**config.mk**
```make
export PLATFORM = sky130hd
export DESIGN_NAME = event_log_stream_parser_core
export DESIGN_NICKNAME = d
export VERILOG_FILES = /design/src/elsp_pkg.sv /design/src/event_log_stream_parser_core.sv
export SDC_FILE = /design/constraint.sdc
export NUM_CORES = 1
export LEC_CHECK = 0
export BUFFER_PORTS_ARGS = -buffer_cell sky130_fd_sc_hd__buf_2
export CAP_MARGIN = 20
export CORE_ASPECT_RATIO = 0.5
export CORE_MARGIN = 2
export CORE_UTILIZATION = 43
export CTS_CLUSTER_SIZE = 28
export DETAILED_ROUTE_END_ITERATION = 7
export MAX_ROUTING_LAYER = met4
export PLACE_DENSITY_LB_ADDON = 0.08
export SETUP_SLACK_MARGIN = 0.02
export SLEW_MARGIN = 20
export SYNTH_ARGS = -nofsm -noshare
export SYNTH_HDL_FRONTEND = slang
export SYNTH_SLANG_ARGS = --single-unit
```
**constraint.sdc**
```tcl
create_clock -name clk -period 6.4 [get_ports clk]
set_input_delay 1.6 -clock clk [delete_from_list [all_inputs] [get_ports clk]]
set_output_delay 1.6 -clock clk [all_outputs]
set_load 0.005 [all_outputs]
```
**src/elsp_pkg.sv**
```systemverilog
// Package for the event log stream parser: payload types, phase codes and constants.
`default_nettype none

package elsp_pkg;

	typedef enum logic [2:0] {
		PH_HEAD    = 3'd0,
		PH_RECORD  = 3'd1,
		PH_MESSAGE = 3'd2,
		PH_DONE    = 3'd3,
		PH_ERROR   = 3'd4
	} phase_t;

	localparam logic [1:0] KIND_MESSAGE = 2'd0;
	localparam logic [1:0] KIND_COMMIT  = 2'd1;
	localparam logic [1:0] KIND_STATUS  = 2'd2;

	localparam logic [1:0] ST_OK     = 2'd0;
	localparam logic [1:0] ST_BADSIG = 2'd1;
	localparam logic [1:0] ST_TRUNC  = 2'd2;

	localparam logic [7:0] SIG_FIRST  = 8'h4C;
	localparam logic [7:0] SIG_SECOND = 8'h47;

	// Positions of the final byte of the stream header (4 bytes) and record header (13 bytes).
	localparam logic [3:0] STREAM_HEADER_LAST = 4'd3;
	localparam logic [3:0] RECORD_HEADER_LAST = 4'd12;

	typedef struct packed {
		logic [7:0] in_byte;
		logic       end_of_stream;
	} in_t;

	typedef struct packed {
		logic [1:0]  kind;
		logic [31:0] rec_id;
		logic [31:0] rec_time;
		logic [7:0]  level;
		logic [15:0] rec_source;
		logic [15:0] message_length;
		logic [7:0]  message_byte;
		logic        last_of_message;
		logic [1:0]  stream_status;
		logic        last_of_run;
	} out_t;

endpackage

`default_nettype wire

```
**src/event_log_stream_parser_core.sv**
```systemverilog
// Top level of the event log stream parser: byte parser and three-entry result queue.
`default_nettype none

// Parses a byte stream with a two-byte signature, a 16-bit event count and records of a
// 13-byte header followed by message bytes. Each accepted byte is parsed in the cycle of its
// transfer and yields zero to three results (message byte, event commit, stream status),
// which are held in a three-entry queue and delivered one per cycle. A byte may be
// transferred in every cycle while each byte gives at most one result, so message bytes
// stream at one per clock; a byte that gives more than one result stalls the input while the
// queue drains one entry per cycle, as the queue takes a new byte once at most its last entry
// remains and that entry is leaving. Stalls on the result side add to this.
// After the end-of-stream byte the parser is back in its reset state, ready for the next
// stream.
module event_log_stream_parser_core (
	input  wire              clk,
	input  wire              arst_n,
	input  wire              byte_valid,
	output logic             byte_stall,
	input  elsp_pkg::in_t    byte_data,
	output logic             result_valid,
	input  wire              result_stall,
	output elsp_pkg::out_t   result_data
);

	elsp_pkg::phase_t phase_q, n_phase;
	logic [3:0]  pos_q, n_pos;
	logic [15:0] events_q, n_events, events_dec;
	logic [15:0] msg_rem_q, n_msg_rem;
	logic [31:0] id_q, n_id;
	logic [31:0] time_q, n_time;
	logic [7:0]  level_q, n_level;
	logic [15:0] source_q, n_source;
	logic [15:0] length_q, n_length;
	logic [1:0]  err_q, n_err;

	logic        has_msg, has_commit, has_status, last_msg, do_commit;
	logic [1:0]  status_v;
	logic [1:0]  run_cnt;
	elsp_pkg::out_t run_r [3];

	elsp_pkg::out_t slot_q [3];
	logic [1:0]  cnt_q;
	logic        accept, pop;
	logic [7:0]  b;

	assign b            = byte_data.in_byte;
	assign result_valid = (cnt_q != 2'd0);
	assign result_data  = slot_q[0];
	assign pop          = result_valid && !result_stall;
	assign byte_stall   = !((cnt_q == 2'd0) || ((cnt_q == 2'd1) && !result_stall));
	assign accept       = byte_valid && !byte_stall;
	// A commit only happens in the record and message phases, where the count is unchanged.
	assign events_dec   = events_q - 16'd1;

	always_comb begin
		n_phase    = phase_q;
		n_pos      = pos_q;
		n_events   = events_q;
		n_msg_rem  = msg_rem_q;
		n_id       = id_q;
		n_time     = time_q;
		n_level    = level_q;
		n_source   = source_q;
		n_length   = length_q;
		n_err      = err_q;
		has_msg    = 1'b0;
		has_commit = 1'b0;
		has_status = 1'b0;
		last_msg   = 1'b0;
		do_commit  = 1'b0;
		status_v   = elsp_pkg::ST_OK;

		case (phase_q)
			elsp_pkg::PH_HEAD: begin
				if ((pos_q == 4'd0 && b != elsp_pkg::SIG_FIRST) ||
				    (pos_q == 4'd1 && b != elsp_pkg::SIG_SECOND)) begin
					n_err = elsp_pkg::ST_BADSIG;
				end
				if (pos_q >= 4'd2) begin
					n_events = {events_q[7:0], b};
				end
				if (pos_q >= elsp_pkg::STREAM_HEADER_LAST) begin
					n_pos = 4'd0;
					if (n_err != elsp_pkg::ST_OK) begin
						n_phase = elsp_pkg::PH_ERROR;
					end else if (n_events == 16'd0) begin
						n_phase = elsp_pkg::PH_DONE;
					end else begin
						n_phase = elsp_pkg::PH_RECORD;
					end
				end else begin
					n_pos = pos_q + 4'd1;
				end
			end
			elsp_pkg::PH_RECORD: begin
				if (pos_q < 4'd4) begin
					n_id = {id_q[23:0], b};
				end else if (pos_q < 4'd8) begin
					n_time = {time_q[23:0], b};
				end else if (pos_q == 4'd8) begin
					n_level = b;
				end else if (pos_q < 4'd11) begin
					n_source = {source_q[7:0], b};
				end else begin
					n_length = {length_q[7:0], b};
				end
				if (pos_q >= elsp_pkg::RECORD_HEADER_LAST) begin
					n_pos = 4'd0;
					if (n_length == 16'd0) begin
						do_commit = 1'b1;
					end else begin
						n_msg_rem = n_length;
						n_phase   = elsp_pkg::PH_MESSAGE;
					end
				end else begin
					n_pos = pos_q + 4'd1;
				end
			end
			elsp_pkg::PH_MESSAGE: begin
				has_msg   = 1'b1;
				last_msg  = (msg_rem_q <= 16'd1);
				n_msg_rem = msg_rem_q - 16'd1;
				do_commit = last_msg;
			end
			default: begin
			end
		endcase

		if (do_commit) begin
			has_commit = 1'b1;
			n_events   = events_dec;
			n_phase    = (events_dec == 16'd0) ? elsp_pkg::PH_DONE : elsp_pkg::PH_RECORD;
			n_pos      = 4'd0;
		end

		// The commit and status results are built from the values before the end-of-stream
		// return to reset below.
		for (int i = 0; i < 3; i++) begin
			run_r[i] = '0;
		end
		run_cnt = 2'd0;
		if (has_msg) begin
			run_r[run_cnt].kind            = elsp_pkg::KIND_MESSAGE;
			run_r[run_cnt].message_length  = length_q;
			run_r[run_cnt].message_byte    = b;
			run_r[run_cnt].last_of_message = last_msg;
			run_cnt = run_cnt + 2'd1;
		end
		if (has_commit) begin
			run_r[run_cnt].kind           = elsp_pkg::KIND_COMMIT;
			run_r[run_cnt].rec_id         = n_id;
			run_r[run_cnt].rec_time       = n_time;
			run_r[run_cnt].level          = n_level;
			run_r[run_cnt].rec_source     = n_source;
			run_r[run_cnt].message_length = n_length;
			run_cnt = run_cnt + 2'd1;
		end

		if (byte_data.end_of_stream) begin
			has_status = 1'b1;
			if (n_phase == elsp_pkg::PH_HEAD) begin
				status_v = elsp_pkg::ST_TRUNC;
			end else if (n_err != elsp_pkg::ST_OK) begin
				status_v = n_err;
			end else if (n_phase == elsp_pkg::PH_DONE) begin
				status_v = elsp_pkg::ST_OK;
			end else if (n_phase == elsp_pkg::PH_RECORD || n_phase == elsp_pkg::PH_MESSAGE) begin
				status_v = elsp_pkg::ST_TRUNC;
			end else begin
				status_v = elsp_pkg::ST_BADSIG;
			end
			n_phase   = elsp_pkg::PH_HEAD;
			n_pos     = 4'd0;
			n_events  = 16'd0;
			n_msg_rem = 16'd0;
			n_id      = 32'd0;
			n_time    = 32'd0;
			n_level   = 8'd0;
			n_source  = 16'd0;
			n_length  = 16'd0;
			n_err     = elsp_pkg::ST_OK;
		end
		if (has_status) begin
			run_r[run_cnt].kind          = elsp_pkg::KIND_STATUS;
			run_r[run_cnt].stream_status = status_v;
			run_cnt = run_cnt + 2'd1;
		end
		if (run_cnt != 2'd0) begin
			run_r[run_cnt - 2'd1].last_of_run = 1'b1;
		end
	end

	always_ff @(posedge clk or negedge arst_n) begin
		if (!arst_n) begin
			phase_q   <= elsp_pkg::PH_HEAD;
			pos_q     <= 4'd0;
			events_q  <= 16'd0;
			msg_rem_q <= 16'd0;
			id_q      <= 32'd0;
			time_q    <= 32'd0;
			level_q   <= 8'd0;
			source_q  <= 16'd0;
			length_q  <= 16'd0;
			err_q     <= elsp_pkg::ST_OK;
		end else if (accept) begin
			phase_q   <= n_phase;
			pos_q     <= n_pos;
			events_q  <= n_events;
			msg_rem_q <= n_msg_rem;
			id_q      <= n_id;
			time_q    <= n_time;
			level_q   <= n_level;
			source_q  <= n_source;
			length_q  <= n_length;
			err_q     <= n_err;
		end
	end

	always_ff @(posedge clk or negedge arst_n) begin
		if (!arst_n) begin
			cnt_q <= 2'd0;
		end else if (accept) begin
			cnt_q <= run_cnt;
		end else if (pop) begin
			cnt_q <= cnt_q - 2'd1;
		end
	end

	// A byte is taken only when the queue is empty after this cycle, so a new run replaces it.
	always_ff @(posedge clk) begin
		if (accept) begin
			slot_q[0] <= run_r[0];
			slot_q[1] <= run_r[1];
			slot_q[2] <= run_r[2];
		end else if (pop) begin
			slot_q[0] <= slot_q[1];
			slot_q[1] <= slot_q[2];
		end
	end

endmodule

`default_nettype wire

```
After elaboration in Yosys (flattened, before gate mapping) --
Memories as Yosys holds them, arrays and structs flattened. Cells that the tools add are included.
Cells by class: $add $sub $neg 7, multiply operators 0, div/mod/pow operators 0, magnitude comparators 13, equality and inequality tests 12, shifts and indexed selects 0, mux-type cells 107, bitwise gates (word level) 5, reductions and logical operators 31
Operator list (count):
- bitwise mux 354 bit | 9
- demux 118 bit (select 2 bit) | 9
- two-way mux 354 bit | 3
- two-way mux 118 bit | 4
- two-way mux 16 bit | 21
- two-way mux 32 bit | 7
- two-way mux 116 bit | 1
- two-way mux 84 bit | 1
- two-way mux 52 bit | 1
- logical NOT 16 bit | 3
- two-way mux 44 bit | 1
- two-way mux 8 bit | 5
- case mux 16 bit (2 select lines) | 1
- subtractor 16 x 1 -> 16 bit, second input constant | 2
- two-way mux 2 bit | 15
- two-way mux 28 bit | 1
- two-way mux 25 bit | 1
- two-way mux 3 bit | 7
- <= comparator 16 x 1 -> 1 bit, second input constant | 1
- two-way mux 4 bit | 4
- inequality test 8 x 7 -> 1 bit, second input constant | 2
- two-way mux 1 bit | 13
- nonzero test 2 bit | 5
- == test 3 x 2 -> 1 bit, second input constant | 3
- 29 further kinds | 55
Storage, ports and cells: bits in registers 147, bits in latches 0, RAM bits 354, bits in read-only memories 0, bits of input ports 13, output and inout port bits 120, logic and storage cells 187, memories 1
Memories:
- slot_q | depth 3, bits a word 118, read ports 3, clocked after Yosys merged registers in 0, write ports 3, RTL line event_log_stream_parser_core.sv:41 | elsp_pkg::out_t slot_q [3];

Depth between registers and ports, before layout --
depth in word-level cells 23, gate-level depth with buffers 14, gate-level depth less buffers 12

Worst setup path before layout --
OpenSTA, ideal clock, no wires.
path type in2reg, from input port result_stall, to memory slot_q[0][0] (netlist name), enable pin, setup time 587 ps, arrival time 6429 ps, data required time 5813 ps, slack -616 ps, cell stages on the path 2, path buffers 0, cell sequence nor2_1 > a21o_1
RTL lines:
- start, declared | RTL line event_log_stream_parser_core.sv:21 | input wire result_stall,
- end, declared | RTL line event_log_stream_parser_core.sv:41

==> metrics.md <==
| Metric | Value |
|---|---|
| Max-slew violation count | `0` |
| Area delta synth->final | `7.74%` |
| CTS tree | `built` |
| Worst-skew pair later-pin latency | `540 ps` |
| Clk buf depth | `3` |
| Final period util | `65.5%` |
| Starting Density | `43.4%` |
| Top cell type by total area after synthesis | `edfxtp_1` |
| PostCTS Resize Cnt | `0` |
| Filler cells | `4040` |
| Initial antenna violation count | `0` |
| Yosys top cell area share | `36.9%` |
| Final Core Density | `46.7%` |
| Largest net degree at the start of global routing | `108` |
| First-pass GRT wire length | `75500 um` |
| Clock root buffer master | `clkbuf_16` |
| DIE AREA | `45500 sq um` |
| # IOs | `133` |
| DRT Pass-1 Iters | `5` |
| Min-Delay Path Class | `reg -> reg` |
| Fin Setup TNS | `0 ps` |
| Initial drt markers | `1325` |
| Number of global-route vias before repair | `12.9k` |
| Commonest cells in the netlist | `268 x nand2_1, 231 x edfxtp_1, 189 x o21ai_0` |
| Vias | `13.2k` |
| Dpl cell area | `19000 sq um` |
| Max VDD drop | `0.208 mV` |
| DRC | `0` |
| Synth warn | `0` |
| CP required | `6690 ps` |
| Minimum clock period | `4200 ps` |
| Clock Sinks | `378` |
| Critical Path End Type | `flop` |
| Area of the multi-input gates | `6730 sq um` |
| Final Wtd Congestion | `0.831` |
| # Post-CTS Setup Buffers | `0` |
| Register area | `10600 sq um` |
| FF+latch count, synth | `378` |
| Detailed Route WL | `47700 um` |
| Unrepaired setup endpoints after global routing | `false` |
| Die height | `152 um` |
| Outcome | `completed` |
| Slew @ Worst Pin | `1040 ps` |
| Normalized max-slew margin | `30.6%` |
| Horiz. Die Dim | `300 um` |
| EDFF count, synth | `231` |
| CP Launch Type | `flop` |
| Synth top area cells | `edfxtp_1 37%, dfrtp_1 20%, mux2i_1 6.1%` |
| PD cells | `382 nW/um^2` |
| PortBufs | `132` |
| ANT cells | `0` |
| Total track usage | `21.4%` |
| Worst-path maximum fanout | `39` |
| Async S/R FF share, synth | `38.9%` |
| H-tree Lvls | `2` |
| Mapped Area | `18800 sq um` |
| DR WL/cell | `20.5 um` |
| Dpl hpwl | `29200 um` |
| Final #Nets | `1736` |
| Static leakage | `0.00836 uW` |
| Overall Power | `7730 uW` |
| CP Class | `reg -> reg` |
| Achievable Freq | `238 MHz` |
| Top-count cell post-synth | `nand2_1` |
| Clock Skews | `11.8 ps` |
| Syn Nets | `1799` |
| Max_cap viols | `0` |
| Final Hold Vio Count | `0` |
| Dominant synthesized flop cell | `edfxtp_1` |
| Total grt overflow | `0` |
| Cells after Synth | `1772` |
| Share of cells above drive strength 1 | `14.3%` |
| Final instance area | `20300 sq um` |
| Hold buffers post-CTS | `0` |
| Count of cell types in the netlist | `77` |
| Inserted Clock Buffers | `37` |
| # rows | `54` |
| ANT nets after route | `0` |
| Seq/Total Area, Yosys | `56.4%` |
| Clk pin slew, worst setup/hold paths | `60 ps` |
| Mean Syn Cell Area | `10.6 sq um` |
| Vias per cell | `5.66` |
| CP arrival | `4490 ps` |
| Core area | `43400 sq um` |
| Setup violations, final | `0` |
[cell families after synthesis]
kind of cell	after synthesis	synth area share, %
simple gates	546	12.6
compound gates	427	15.0
flops	378	56.4
buf+inv	278	8.10
mux	123	6.61
fa+ha+maj	14	0.931
xor+xnor	6	0.279
[per-layer routing]
metal  track usage (%)  up-vias  routed length [um]
met5                 -        -                   0
met4              4.67        0                 791
met3              3.40       60                2450
met2              32.3      350               21900
met1              30.6     6567               22600
li1                  -     6175                   -
[area by class of cell]
type | instances | area share, %
multi-input combinational | 1116 | 33.2
clock buffer | 50 | 5.06
sequential | 378 | 52.4
inverter | 20 | 0.371
timing repair buffer | 156 | 4.25
tap | 588 | 3.63
clock inverter | 17 | 1.08
[placed cells by master, fill, tap and decap left out, types with 19 or more instances in the layout]
cell type,synthesis,routed
mux2i_1,114,114
a21oi_1,32,32
inv_1,19,19
nand2_1,268,267
edfxtp_1,231,231
buf_4,118,23
o21ai_0,189,188
clkbuf_16,0,38
dfrtp_1,147,147
a22o_1,44,44
buf_2,6,131
a22oi_1,56,56
nor2_1,147,146
nor3_1,27,25
nand3_1,26,26
[sequential cells by signal, summed over array words and instances, names as in the netlist]
signal     flops
cnt_q          2
err_q          2
events_q      16
id_q          32
length_q      16
level_q        8
msg_rem_q     16
phase_q        3
pos_q          4
slot_q       231
source_q      16
time_q        32
[power breakdown]
| group | internal [uW] | total (uW) | leakage [uW] | switching [uW] |
|---|---|---|---|---|
| Clock | 1330 | 2290 | 0.000608 | 958 |
| Sequential | 3390 | 3670 | 0.00437 | 284 |
| Combinational | 593 | 1770 | 0.00338 | 1180 |
| Total | 5310 | 7730 | 0.00836 | 2420 |
[worst paths after layout]
path | start | end | slack [ps] | depth (start not counted)
setup / recovery | phase_q[0] | slot_q[0][0] | 2200 | 12
hold / removal | level_q[3] | level_q[3] | 500 | 1
setup reg to reg | phase_q[0] | slot_q[0][0] | 2200 | 12
hold reg to reg | level_q[3] | level_q[3] | 500 | 1
max in group asynchronous | arst_n | time_q[28] | 4030 | 2
min in group asynchronous | arst_n | msg_rem_q[7] | 1170 | 1
[per-stage QoR]
step | setup WS (ps) | hold WS (ps) | instances
final | 2200 | 496 | 2325
after global routing | 1840 | 513 | 2325
after CTS | 2230 | 495 | 2325
after detailed placement | 1860 | 482 | 2258
after global placement | 1910 | 470 | 2257
after floorplan | 1370 | 450 | 1772
[worst max-delay path: stages, from the launching register on]
cell	delay, ps
dfrtp_1	500
nor2_1	150
nand2_1	390
inv_1	150
buf_4	410
o211ai_1	200
nor4_2	700
nor2_1	340
inv_2	400
ha_1	260
o21ai_0	180
a21oi_1	200
nor2_1	50
(Power assumes the default switching activity.)
